<file path="src/sv/hhp_pkg.sv">
// Shared types and constants of the heading-hold PID speed splitter.
// Used by the divider, the datapath, the controller and the top level.
package hhp_pkg;

  // Configuration port geometry.
  localparam int unsigned CFG_IDX_W  = 3;
  localparam int unsigned CFG_DATA_W = 31;

  typedef enum logic [CFG_IDX_W-1:0] {
    REG_KP        = 3'd0,
    REG_KI        = 3'd1,
    REG_KD        = 3'd2,
    REG_ILIM      = 3'd3,
    REG_MIN_SPEED = 3'd4,
    REG_MAX_SPEED = 3'd5
  } hhp_reg_e;

  // Register reset values.
  localparam logic [15:0] KP_RESET        = 16'd1280;
  localparam logic [15:0] KI_RESET        = 16'd3;
  localparam logic [15:0] KD_RESET        = 16'd26;
  localparam logic [30:0] ILIM_RESET      = 31'd1000000;
  localparam logic [7:0]  MIN_SPEED_RESET = 8'd100;
  localparam logic [7:0]  MAX_SPEED_RESET = 8'd255;

  // Arithmetic constants.
  localparam logic signed [16:0] WRAP_HI    = 17'sd18000;
  localparam logic signed [16:0] WRAP_SPAN  = 17'sd36000;
  localparam logic [15:0]        DT_DEFAULT = 16'd10;
  localparam logic signed [16:0] RATE_SCALE = 17'sd1000;
  localparam logic [15:0]        KI_SCALE   = 16'd1000;
  localparam logic [15:0]        OUT_SCALE  = 16'd25600;
  localparam logic [8:0]         CORR_MAX   = 9'd255;

  // Datapath widths.
  localparam int unsigned MUL_A_W   = 33;
  localparam int unsigned MUL_B_W   = 17;
  localparam int unsigned PROD_W    = 50;
  localparam int unsigned SUM_W     = 48;
  localparam int unsigned RATE_W    = 28;
  localparam int unsigned DIV_W     = 48;
  localparam int unsigned DIVISOR_W = 16;
  localparam int unsigned DIV_STEP_BITS = 4;

  typedef struct packed {
    logic signed [15:0] target_heading;
    logic signed [15:0] measured_heading;
    logic [15:0]        elapsed_ms;
    logic [7:0]         base_speed;
    logic               restart;
  } hhp_in_t;

  typedef struct packed {
    logic signed [8:0] correction;
    logic [7:0]        left_speed;
    logic [7:0]        right_speed;
  } hhp_out_t;

  // Datapath operations issued by the controller.
  typedef enum logic [3:0] {
    OP_NONE,
    OP_MUL_EDT,
    OP_ACC,
    OP_MUL_DIFF,
    OP_DIV_RATE,
    OP_MUL_KI,
    OP_DIV_KI,
    OP_MUL_KP,
    OP_MUL_KD,
    OP_ADD,
    OP_DIV_SUM,
    OP_OUT
  } hhp_op_e;

  typedef struct packed {
    hhp_op_e op;
  } hhp_cmd_t;

  typedef struct packed {
    logic div_done;
    logic out_free;
  } hhp_status_t;

endpackage

</file>
<file path="src/sv/hhp_stream_if.sv">
// Valid/ready stream interface used for the tick and result channels.
// The payload type is set by the instantiating level, normally a struct from hhp_pkg.
interface hhp_stream_if #(
  parameter type payload_t = logic
) ();
  logic     valid;
  logic     ready;
  payload_t data;

  modport source (output valid, output data, input ready);
  modport sink   (input valid, input data, output ready);
endinterface

</file>
<file path="src/sv/hhp_div.sv">
// Iterative unsigned restoring divider, several quotient bits per cycle.
// Depends on hhp_pkg for default widths.
module hhp_div #(
  parameter int unsigned W        = hhp_pkg::DIV_W,
  parameter int unsigned DW       = hhp_pkg::DIVISOR_W,
  parameter int unsigned StepBits = hhp_pkg::DIV_STEP_BITS
) (
  input  logic          clk_i,
  input  logic          rst_ni,
  input  logic          start_i,
  input  logic [W-1:0]  dividend_i,
  input  logic [DW-1:0] divisor_i,
  output logic          done_o,
  output logic [W-1:0]  quotient_o
);
  import hhp_pkg::*;

  localparam int unsigned Steps = W / StepBits;
  localparam int unsigned CntW  = $clog2(Steps + 1);

  logic [W-1:0]    quo_q, quo_d;
  logic [DW-1:0]   rem_q, rem_d;
  logic [DW-1:0]   divisor_q;
  logic [CntW-1:0] cnt_q;
  logic            busy_q;
  logic            done_q;

  always_comb begin
    logic [DW:0] trial;
    trial = '0;
    rem_d = rem_q;
    quo_d = quo_q;
    for (int i = 0; i < StepBits; i++) begin
      trial = {rem_d, quo_d[W-1]};
      quo_d = {quo_d[W-2:0], 1'b0};
      if (trial >= {1'b0, divisor_q}) begin
        trial    = trial - {1'b0, divisor_q};
        quo_d[0] = 1'b1;
      end
      rem_d = trial[DW-1:0];
    end
  end

  always_ff @(posedge clk_i or negedge rst_ni) begin
    if (!rst_ni) begin
      busy_q <= 1'b0;
      done_q <= 1'b0;
      cnt_q  <= '0;
    end else if (start_i) begin
      busy_q <= 1'b1;
      done_q <= 1'b0;
      cnt_q  <= CntW'(Steps);
    end else if (busy_q) begin
      cnt_q <= cnt_q - 1'b1;
      if (cnt_q == CntW'(1)) begin
        busy_q <= 1'b0;
        done_q <= 1'b1;
      end
    end else begin
      done_q <= 1'b0;
    end
  end

  always_ff @(posedge clk_i) begin
    if (start_i) begin
      quo_q     <= dividend_i;
      rem_q     <= '0;
      divisor_q <= divisor_i;
    end else if (busy_q) begin
      quo_q <= quo_d;
      rem_q <= rem_d;
    end
  end

  assign done_o     = done_q;
  assign quotient_o = quo_q;

endmodule

</file>
<file path="src/sv/hhp_datapath.sv">
// Datapath of the heading-hold PID: configuration, state, shared multiplier and divider.
// Depends on hhp_pkg and instantiates hhp_div; steered by hhp_ctrl through hhp_cmd_t.
module hhp_datapath #(
  parameter int unsigned DivStepBits = hhp_pkg::DIV_STEP_BITS
) (
  input  logic                            clk_i,
  input  logic                            rst_ni,
  input  logic                            load_i,
  input  hhp_pkg::hhp_in_t                in_data_i,
  input  logic                            cfg_we_i,
  input  logic [hhp_pkg::CFG_IDX_W-1:0]   cfg_idx_i,
  input  logic [hhp_pkg::CFG_DATA_W-1:0]  cfg_data_i,
  input  hhp_pkg::hhp_cmd_t               cmd_i,
  output hhp_pkg::hhp_status_t            status_o,
  input  logic                            out_ready_i,
  output logic                            out_valid_o,
  output hhp_pkg::hhp_out_t               out_data_o
);
  import hhp_pkg::*;

  function automatic logic [7:0] clamp_speed(logic signed [10:0] x, logic [7:0] lo,
                                             logic [7:0] hi);
    logic [7:0] r;
    if (x < $signed({3'b000, lo})) begin
      r = lo;
    end else if (x > $signed({3'b000, hi})) begin
      r = hi;
    end else begin
      r = x[7:0];
    end
    return r;
  endfunction

  // Configuration registers.
  logic [15:0] kp_q, ki_q, kd_q;
  logic [30:0] ilim_q;
  logic [7:0]  min_q, max_q;

  // Controller state carried between ticks.
  logic signed [31:0] integ_q;
  logic signed [15:0] prev_q;

  // Per-tick working registers.
  logic signed [15:0]       e_q;
  logic [15:0]              dt_q;
  logic [7:0]               base_q;
  logic signed [16:0]       diff_q;
  logic signed [PROD_W-1:0] prod_q;
  logic signed [RATE_W-1:0] rate_q;
  logic signed [SUM_W-1:0]  sum_q;
  logic signed [8:0]        corr_q;
  logic                     div_neg_q;
  hhp_op_e                  div_dst_q;
  logic                     out_valid_q;
  hhp_out_t                 out_data_q;

  // Load-time arithmetic.
  logic signed [16:0] raw_diff, wrapped, prev_eff;
  logic signed [15:0] e_d;
  logic [15:0]        dt_d;

  assign raw_diff = 17'(in_data_i.target_heading) - 17'(in_data_i.measured_heading);

  always_comb begin
    if (raw_diff > WRAP_HI) begin
      wrapped = raw_diff - WRAP_SPAN;
    end else if (raw_diff <= -WRAP_HI) begin
      wrapped = raw_diff + WRAP_SPAN;
    end else begin
      wrapped = raw_diff;
    end
  end

  assign e_d      = wrapped[15:0];
  assign prev_eff = in_data_i.restart ? 17'sd0 : 17'(prev_q);
  assign dt_d     = (in_data_i.elapsed_ms == 16'd0) ? DT_DEFAULT : in_data_i.elapsed_ms;

  // Shared multiplier.
  logic signed [MUL_A_W-1:0] mul_a;
  logic signed [MUL_B_W-1:0] mul_b;
  logic signed [PROD_W-1:0]  mul_p;

  always_comb begin
    mul_a = '0;
    mul_b = '0;
    case (cmd_i.op)
      OP_MUL_EDT: begin
        mul_a = MUL_A_W'(e_q);
        mul_b = $signed({1'b0, dt_q});
      end
      OP_MUL_DIFF: begin
        mul_a = MUL_A_W'(diff_q);
        mul_b = RATE_SCALE;
      end
      OP_MUL_KI: begin
        mul_a = MUL_A_W'(integ_q);
        mul_b = $signed({1'b0, ki_q});
      end
      OP_MUL_KP: begin
        mul_a = MUL_A_W'(e_q);
        mul_b = $signed({1'b0, kp_q});
      end
      OP_MUL_KD: begin
        mul_a = MUL_A_W'(rate_q);
        mul_b = $signed({1'b0, kd_q});
      end
      default: begin
        mul_a = '0;
        mul_b = '0;
      end
    endcase
  end

  assign mul_p = mul_a * mul_b;

  // Integral update with clamp; the product e*dt always fits 34 bits.
  logic signed [33:0] acc_sum, lim34, acc_clamped;

  assign acc_sum = 34'(integ_q) + $signed(prod_q[33:0]);
  assign lim34   = $signed({3'b000, ilim_q});

  always_comb begin
    if (acc_sum > lim34) begin
      acc_clamped = lim34;
    end else if (acc_sum < -lim34) begin
      acc_clamped = -lim34;
    end else begin
      acc_clamped = acc_sum;
    end
  end

  // Divider operands: magnitude in, sign restored on the way out.
  logic                     div_start, div_done;
  logic signed [PROD_W-1:0] div_src, div_mag;
  logic [DIVISOR_W-1:0]     div_divisor;
  logic [DIV_W-1:0]         div_quo;
  logic signed [DIV_W-1:0]  quo_signed;
  logic [8:0]               corr_mag;

  assign div_start = cmd_i.op inside {OP_DIV_RATE, OP_DIV_KI, OP_DIV_SUM};

  always_comb begin
    case (cmd_i.op)
      OP_DIV_RATE: begin
        div_src     = prod_q;
        div_divisor = dt_q;
      end
      OP_DIV_KI: begin
        div_src     = prod_q;
        div_divisor = KI_SCALE;
      end
      OP_DIV_SUM: begin
        div_src     = PROD_W'(sum_q);
        div_divisor = OUT_SCALE;
      end
      default: begin
        div_src     = '0;
        div_divisor = '0;
      end
    endcase
  end

  assign div_mag = (div_src < 0) ? -div_src : div_src;

  hhp_div #(
    .W        (DIV_W),
    .DW       (DIVISOR_W),
    .StepBits (DivStepBits)
  ) u_div (
    .clk_i      (clk_i),
    .rst_ni     (rst_ni),
    .start_i    (div_start),
    .dividend_i (div_mag[DIV_W-1:0]),
    .divisor_i  (div_divisor),
    .done_o     (div_done),
    .quotient_o (div_quo)
  );

  assign quo_signed = div_neg_q ? -$signed(div_quo) : $signed(div_quo);
  assign corr_mag   = (div_quo > DIV_W'(CORR_MAX)) ? CORR_MAX : div_quo[8:0];

  // Output stage.
  logic               out_free;
  logic signed [10:0] left_x, right_x;

  assign out_free = !out_valid_q || out_ready_i;
  assign left_x   = $signed({3'b000, base_q}) + 11'(corr_q);
  assign right_x  = $signed({3'b000, base_q}) - 11'(corr_q);

  always_ff @(posedge clk_i or negedge rst_ni) begin
    if (!rst_ni) begin
      kp_q        <= KP_RESET;
      ki_q        <= KI_RESET;
      kd_q        <= KD_RESET;
      ilim_q      <= ILIM_RESET;
      min_q       <= MIN_SPEED_RESET;
      max_q       <= MAX_SPEED_RESET;
      integ_q     <= '0;
      prev_q      <= '0;
      out_valid_q <= 1'b0;
    end else begin
      if (cfg_we_i) begin
        case (hhp_reg_e'(cfg_idx_i))
          REG_KP:        kp_q   <= cfg_data_i[15:0];
          REG_KI:        ki_q   <= cfg_data_i[15:0];
          REG_KD:        kd_q   <= cfg_data_i[15:0];
          REG_ILIM:      ilim_q <= cfg_data_i;
          REG_MIN_SPEED: min_q  <= cfg_data_i[7:0];
          REG_MAX_SPEED: max_q  <= cfg_data_i[7:0];
          default: ;
        endcase
      end
      if (load_i) begin
        prev_q <= e_d;
        if (in_data_i.restart) begin
          integ_q <= '0;
        end
      end else if (cmd_i.op == OP_ACC) begin
        integ_q <= acc_clamped[31:0];
      end
      if (cmd_i.op == OP_OUT && out_free) begin
        out_valid_q <= 1'b1;
      end else if (out_ready_i) begin
        out_valid_q <= 1'b0;
      end
    end
  end

  always_ff @(posedge clk_i) begin
    if (load_i) begin
      e_q    <= e_d;
      dt_q   <= dt_d;
      base_q <= in_data_i.base_speed;
      diff_q <= 17'(e_d) - prev_eff;
    end
    case (cmd_i.op)
      OP_MUL_EDT, OP_MUL_DIFF, OP_MUL_KI, OP_MUL_KP, OP_MUL_KD: prod_q <= mul_p;
      OP_ADD: sum_q <= sum_q + prod_q[SUM_W-1:0];
      OP_OUT: begin
        if (out_free) begin
          out_data_q.correction  <= corr_q;
          out_data_q.left_speed  <= clamp_speed(left_x, min_q, max_q);
          out_data_q.right_speed <= clamp_speed(right_x, min_q, max_q);
        end
      end
      default: ;
    endcase
    if (div_start) begin
      div_neg_q <= (div_src < 0);
      div_dst_q <= cmd_i.op;
    end
    if (div_done) begin
      case (div_dst_q)
        OP_DIV_RATE: rate_q <= quo_signed[RATE_W-1:0];
        OP_DIV_KI:   sum_q  <= quo_signed[SUM_W-1:0];
        OP_DIV_SUM:  corr_q <= div_neg_q ? -$signed(corr_mag) : $signed(corr_mag);
        default: ;
      endcase
    end
  end

  assign status_o.div_done = div_done;
  assign status_o.out_free = out_free;
  assign out_valid_o       = out_valid_q;
  assign out_data_o        = out_data_q;

endmodule

</file>
<file path="src/sv/hhp_ctrl.sv">
// Sequencer of the heading-hold PID: walks one tick through the datapath steps.
// Depends on hhp_pkg for the command and status structs.
module hhp_ctrl (
  input  logic                 clk_i,
  input  logic                 rst_ni,
  input  logic                 accept_i,
  output logic                 in_ready_o,
  input  hhp_pkg::hhp_status_t status_i,
  output hhp_pkg::hhp_cmd_t    cmd_o
);
  import hhp_pkg::*;

  typedef enum logic [3:0] {
    ST_IDLE,
    ST_MUL_EDT,
    ST_ACC,
    ST_MUL_DIFF,
    ST_DIV_RATE,
    ST_WAIT_RATE,
    ST_MUL_KI,
    ST_DIV_KI,
    ST_WAIT_KI,
    ST_MUL_KP,
    ST_ADD_KP,
    ST_MUL_KD,
    ST_ADD_KD,
    ST_DIV_SUM,
    ST_WAIT_SUM,
    ST_OUT
  } state_e;

  state_e   state_q;
  hhp_cmd_t cmd_q;
  logic     in_ready_q;

  // The command register always holds the operation of the state being entered.
  always_ff @(posedge clk_i or negedge rst_ni) begin
    if (!rst_ni) begin
      state_q    <= ST_IDLE;
      cmd_q.op   <= OP_NONE;
      in_ready_q <= 1'b1;
    end else begin
      case (state_q)
        ST_IDLE: begin
          if (accept_i) begin
            state_q    <= ST_MUL_EDT;
            cmd_q.op   <= OP_MUL_EDT;
            in_ready_q <= 1'b0;
          end
        end
        ST_MUL_EDT: begin
          state_q  <= ST_ACC;
          cmd_q.op <= OP_ACC;
        end
        ST_ACC: begin
          state_q  <= ST_MUL_DIFF;
          cmd_q.op <= OP_MUL_DIFF;
        end
        ST_MUL_DIFF: begin
          state_q  <= ST_DIV_RATE;
          cmd_q.op <= OP_DIV_RATE;
        end
        ST_DIV_RATE: begin
          state_q  <= ST_WAIT_RATE;
          cmd_q.op <= OP_NONE;
        end
        ST_WAIT_RATE: begin
          if (status_i.div_done) begin
            state_q  <= ST_MUL_KI;
            cmd_q.op <= OP_MUL_KI;
          end
        end
        ST_MUL_KI: begin
          state_q  <= ST_DIV_KI;
          cmd_q.op <= OP_DIV_KI;
        end
        ST_DIV_KI: begin
          state_q  <= ST_WAIT_KI;
          cmd_q.op <= OP_NONE;
        end
        ST_WAIT_KI: begin
          if (status_i.div_done) begin
            state_q  <= ST_MUL_KP;
            cmd_q.op <= OP_MUL_KP;
          end
        end
        ST_MUL_KP: begin
          state_q  <= ST_ADD_KP;
          cmd_q.op <= OP_ADD;
        end
        ST_ADD_KP: begin
          state_q  <= ST_MUL_KD;
          cmd_q.op <= OP_MUL_KD;
        end
        ST_MUL_KD: begin
          state_q  <= ST_ADD_KD;
          cmd_q.op <= OP_ADD;
        end
        ST_ADD_KD: begin
          state_q  <= ST_DIV_SUM;
          cmd_q.op <= OP_DIV_SUM;
        end
        ST_DIV_SUM: begin
          state_q  <= ST_WAIT_SUM;
          cmd_q.op <= OP_NONE;
        end
        ST_WAIT_SUM: begin
          if (status_i.div_done) begin
            state_q  <= ST_OUT;
            cmd_q.op <= OP_OUT;
          end
        end
        ST_OUT: begin
          if (status_i.out_free) begin
            state_q    <= ST_IDLE;
            cmd_q.op   <= OP_NONE;
            in_ready_q <= 1'b1;
          end
        end
        default: begin
          state_q    <= ST_IDLE;
          cmd_q.op   <= OP_NONE;
          in_ready_q <= 1'b1;
        end
      endcase
    end
  end

  assign in_ready_o = in_ready_q;
  assign cmd_o      = cmd_q;

endmodule

</file>
<file path="src/sv/heading_hold_pid_speed_split_top.sv">
// Top level of the heading-hold PID speed splitter.
// Depends on hhp_pkg and hhp_stream_if; instantiates hhp_ctrl and hhp_datapath.

// Each tick transfer carries a target and measured heading in centidegrees, the elapsed
// milliseconds (zero stands for 10 ms), a base PWM speed and a restart flag that clears the
// integral and the remembered error before the tick is worked. The block wraps the heading
// error once into (-18000, 18000], adds error times dt to an integral clamped to the
// integral limit, forms the derivative as the error change times 1000 over dt, and returns
// one result transfer with the correction (kp*e + ki*integral/1000 + kd*rate)/25600,
// saturated to +/-255, and the left and right wheel speeds base +/- correction clamped to
// [min_speed, max_speed]; a value below min_speed gives min_speed even when min_speed is
// above max_speed. All divisions truncate toward zero. One tick is worked at a time: the
// next tick can be taken from the cycle in which the result transfer is offered. The three
// divisions run on the shared iterative divider, which works four quotient bits per cycle
// by default; the multiplies use a single shared multiplier. The result is held in an
// output register, so a stalled result holds only the next result, not the next tick
// transfer. The gains, the integral limit and the speed limits are written through the
// configuration port; the user must do so only while the block is idle, as the block
// itself does not enforce it. Writes to indexes beyond the six registers are ignored.
module heading_hold_pid_speed_split_top #(
  parameter int unsigned DivStepBits = hhp_pkg::DIV_STEP_BITS
) (
  input  logic                           clk_i,
  input  logic                           rst_ni,
  hhp_stream_if.sink                     in_if,
  hhp_stream_if.source                   out_if,
  input  logic                           cfg_we_i,
  input  logic [hhp_pkg::CFG_IDX_W-1:0]  cfg_idx_i,
  input  logic [hhp_pkg::CFG_DATA_W-1:0] cfg_data_i
);
  import hhp_pkg::*;

  logic        in_ready;
  logic        in_ready_q_w;
  logic        accept;
  hhp_cmd_t    cmd;
  hhp_status_t status;
  hhp_in_t     in_data;
  hhp_out_t    out_data;
  logic        out_valid;

  // A tick is taken at every edge where valid and ready are both high.
  assign in_ready    = in_ready_q_w;
  assign accept      = in_if.valid && in_ready;
  assign in_data     = in_if.data;
  assign in_if.ready = in_ready;

  hhp_ctrl u_ctrl (
    .clk_i      (clk_i),
    .rst_ni     (rst_ni),
    .accept_i   (accept),
    .in_ready_o (in_ready_q_w),
    .status_i   (status),
    .cmd_o      (cmd)
  );

  hhp_datapath #(
    .DivStepBits (DivStepBits)
  ) u_datapath (
    .clk_i       (clk_i),
    .rst_ni      (rst_ni),
    .load_i      (accept),
    .in_data_i   (in_data),
    .cfg_we_i    (cfg_we_i),
    .cfg_idx_i   (cfg_idx_i),
    .cfg_data_i  (cfg_data_i),
    .cmd_i       (cmd),
    .status_o    (status),
    .out_ready_i (out_if.ready),
    .out_valid_o (out_valid),
    .out_data_o  (out_data)
  );

  assign out_if.valid = out_valid;
  assign out_if.data  = out_data;

endmodule
</file>
<file path="src/flat_wrapper.sv">
// flat-port wrapper written by rule: the top's interface ports become plain ports
module heading_hold_pid_speed_split_top_flat import hhp_pkg::*;
#(
  parameter int unsigned DivStepBits = hhp_pkg::DIV_STEP_BITS
)
  (clk_i, rst_ni, cfg_we_i, cfg_idx_i, cfg_data_i, in_if_valid, in_if_data, in_if_ready, out_if_valid, out_if_data, out_if_ready);
  hhp_stream_if in_if_i ();
  hhp_stream_if out_if_i ();
  input  logic clk_i;
  input  logic rst_ni;
  input  logic cfg_we_i;
  input  logic [hhp_pkg::CFG_IDX_W-1:0] cfg_idx_i;
  input  logic [hhp_pkg::CFG_DATA_W-1:0] cfg_data_i;
  input wire logic [$bits(in_if_i.valid)-1:0] in_if_valid;
  input wire logic [$bits(in_if_i.data)-1:0] in_if_data;
  output wire logic [$bits(in_if_i.ready)-1:0] in_if_ready;
  output wire logic [$bits(out_if_i.valid)-1:0] out_if_valid;
  output wire logic [$bits(out_if_i.data)-1:0] out_if_data;
  input wire logic [$bits(out_if_i.ready)-1:0] out_if_ready;
  assign in_if_i.valid = in_if_valid;
  assign in_if_i.data = in_if_data;
  assign in_if_ready = in_if_i.ready;
  assign out_if_valid = out_if_i.valid;
  assign out_if_data = out_if_i.data;
  assign out_if_i.ready = out_if_ready;
  heading_hold_pid_speed_split_top #(.DivStepBits(DivStepBits)) u_core (.clk_i(clk_i), .rst_ni(rst_ni), .in_if(in_if_i), .out_if(out_if_i), .cfg_we_i(cfg_we_i), .cfg_idx_i(cfg_idx_i), .cfg_data_i(cfg_data_i));
endmodule
</file>
<file path="config.mk">
export PLATFORM = sky130hd
export DESIGN_NAME = heading_hold_pid_speed_split_top_flat
export DESIGN_NICKNAME = d
export VERILOG_FILES = /design/src/sv/hhp_pkg.sv /design/src/sv/hhp_stream_if.sv /design/src/sv/hhp_div.sv /design/src/sv/hhp_datapath.sv /design/src/sv/hhp_ctrl.sv /design/src/sv/heading_hold_pid_speed_split_top.sv /design/src/flat_wrapper.sv
export SDC_FILE = /design/constraint.sdc
export NUM_CORES = 2
export LEC_CHECK = 0
export BUFFER_PORTS_ARGS = -buffer_cell sky130_fd_sc_hd__buf_2
export CELL_PAD_IN_SITES_DETAIL_PLACEMENT = 1
export CELL_PAD_IN_SITES_GLOBAL_PLACEMENT = 1
export CORE_AREA = 3 3 330 332
export CTS_BUF_LIST = sky130_fd_sc_hd__clkbuf_2 sky130_fd_sc_hd__clkbuf_4 sky130_fd_sc_hd__clkbuf_8
export DETAILED_ROUTE_END_ITERATION = 6
export DIE_AREA = 0 0 333 335
export PLACE_DENSITY_LB_ADDON = 0.1
export REMOVE_ABC_BUFFERS = 1
export SKIP_LAST_GASP = 1
export SYNTH_ARGS = -nofsm -noshare
export SYNTH_HDL_FRONTEND = slang
export SYNTH_HIERARCHICAL = 1
export SYNTH_SLANG_ARGS = --single-unit
</file>
<file path="constraint.sdc">
create_clock -name clk_i -period 19.8 [get_ports clk_i]
set_input_delay 0 -clock clk_i [delete_from_list [all_inputs] [get_ports clk_i]]
set_output_delay 0 -clock clk_i [all_outputs]
set_load 0.03 [all_outputs]
</file>
==> results.tsv <==
metric	value	unit
GR Overflow Total	0	
syn_area_per_cell	8.86	µm²
chip width	333	µm
Slew Limit Fails	0	
Worst slew margin	12.4	%
vias in the first global route	46700	
DP Wirelength	142	mm
register area	11700	µm²
worst min-delay path class	in -> reg	
status	finished, final reports clean	
TritonCTS clock tree	yes	
register-to-register setup slack	7.80	ns
layout cells sized above 1	9.09	%
Ports	43	
CTS sink count	436	
WP data arrival	12.67	ns
Clock Latency Late Sink	0.75	ns
GRT Overall Usage	32.6	%
core area	107000	µm²
Slew @ Worst Pin	1.31	ns
most frequent cell on the critical path	a21oi_1	
Ys Warns	6	
WS Path Type	reg -> reg	
Hold Violations, Final	0	
DR WL/cell	24.6	µm
Fmax	83.4	MHz
first-pass GRT wire length	279	mm
Die Ht	335	µm
PnR worst setup slack	7.80	ns
endpoints failing setup	0	
Setup WS pre-CTS	7.93	ns
Worst Hold Launch	cfg_data_i[28]	
largest net degree at the start of global routing	64	
Slowest-stage cell, CP	o31ai_4	
TritonCTS Buffers	85	
setup TNS	0	ns
crit end category	flip-flop	
antenna violations before repair	8	
htree depth	3	
# port buffers	42	
Final period util	60.6	%
layout filler cell count	12500	
post-route ant nets	0	
Reg clk slew, reported paths	0.06	ns
Root Buffer Master	clkbuf_8	
# rows	120	
CTS max path bufs	3	
WL final	181	mm
Via density	5.94	
Worst Setup SP	u_core/u_datapath/u_div/divisor_q[1]	
die area	112000	µm²
TritonRoute pass-1 iters	5	
unrepaired setup endpoints after global routing	false	
Critical Path RT	20.47	ns
area grow syn2layout	8.55	%
post-layout net count	6812	
initial drt markers	3257	
max_cap viols	0	
skew final	0.0472	ns
Crit path largest cell delay	0.71	ns
Setup crit start kind	flip-flop	
Starting Density	48.3	%
Period minus WS final	12.00	ns
r2r startpoint	u_core/u_datapath/u_div/divisor_q[1]	
Syn Inst Count	5805	
Remaining DRCs	0	
DR vias	43700	
Multi-input gate area	36100	µm²
routability cong.	0.941	
Post-Syn Area	51500	µm²
Critical Path Fanout Max	19	
flip-flops by register name (all words and copies together) (netlist names), 17 cells and up:
register                            flops
u_core/u_datapath/sum_q                48
u_core/u_datapath/u_div/quotient_o     48
u_core/u_datapath/ilim_q               31
u_core/u_datapath/diff_q               17
u_core/u_datapath/prod_q               49
u_core/u_datapath/integ_q              32
u_core/u_datapath/rate_q               28
per-layer routing:
metal	up-vias	global-route usage [%]	part of all wire, %
met1	22400	44.6	44
met5	-	0	0.021
li1	19700	-	-
met4	6	10.6	3.4
met2	1283	53.0	46
met3	276	4.95	6.6
worst paths after layout:
check	endpoint	cells past startpoint
min in group asynchronous	u_core/u_datapath/max_q[3]	3
hold / removal	u_core/u_datapath/ilim_q[28]	3
max in group asynchronous	u_core/u_datapath/ilim_q[18]	5
setup / recovery	u_core/u_datapath/u_div/rem_q[14]	40
setup reg to reg	u_core/u_datapath/u_div/rem_q[14]	40
hold reg to reg	u_core/u_datapath/sum_q[0]	2
cell usage in the layout, fill, tap and decap left out, types with 26 or more instances in the layout:
cell type,instances
mux2i_1,32
inv_1,817
conb_1,74
dfstp_2,26
a22oi_1,50
or3_1,37
dlygate4sd3_1,48
nor2_1,448
dfxtp_1,64
nor2b_1,46
o21bai_1,28
a21oi_1,312
o31ai_1,40
ha_1,391
and3_1,33
xor2_1,99
mux2_2,164
a21o_1,118
buf_4,76
nand4_1,57
dfrtp_1,133
buf_2,41
clkbuf_8,101
and2_1,29
o21a_1,48
nor3_1,77
o21ai_0,236
a31oi_1,37
nand2b_1,66
a211oi_1,27
xnor2_1,216
nand2_1,671
fa_1,502
o211ai_1,36
edfxtp_1,213
nand3_1,67
clkbuf_4,33
layout make-up:
| class | instances | share of cell area, % |
|---|---|---|
| multi-input combinational | 4368 | 64.6 |
| sequential | 436 | 20.9 |
| inverter | 821 | 5.52 |
| tap | 1403 | 3.14 |
| clock buffer | 134 | 2.93 |
| timing repair buffer | 167 | 2.32 |
| clock inverter | 25 | 0.517 |
| antenna | 3 | 0.0134 |
worst max-delay path: cells and delay by family, from the launching register on:
kind / cells / cell delay, ns
buf+inv: 4 / 1.13
compound gates: 21 / 6.61
xor+xnor: 1 / 0.09
fa+ha+maj: 4 / 1.41
flops: 1 / 0.37
simple gates: 9 / 1.93
mux: 1 / 0.36
repair_timing:
action / in CTS / in global routing
hold endpoints to repair: 190 / 0
resized for setup: 0 / 0
hold buffers: 49 / 0
setup endpoints to repair: 0 / 0
setup buffers: 0 / 0
stage by stage:
step,instances,util (%),instance area (µm²),hold slack (ns)
floorplan,5625,-,50700,-0.296
global placement,7146,50.1,53400,0.0759
detailed placement,7146,50.1,53400,0.0928
CTS,7354,52.4,55800,0.0417
global route,7355,52.4,55900,0.0714
finish,7357,52.4,55900,0.0878
Power is left out: the tool's default activity adds up to more than one toggle a clock period on the data nets, which glitch-free logic cannot reach.
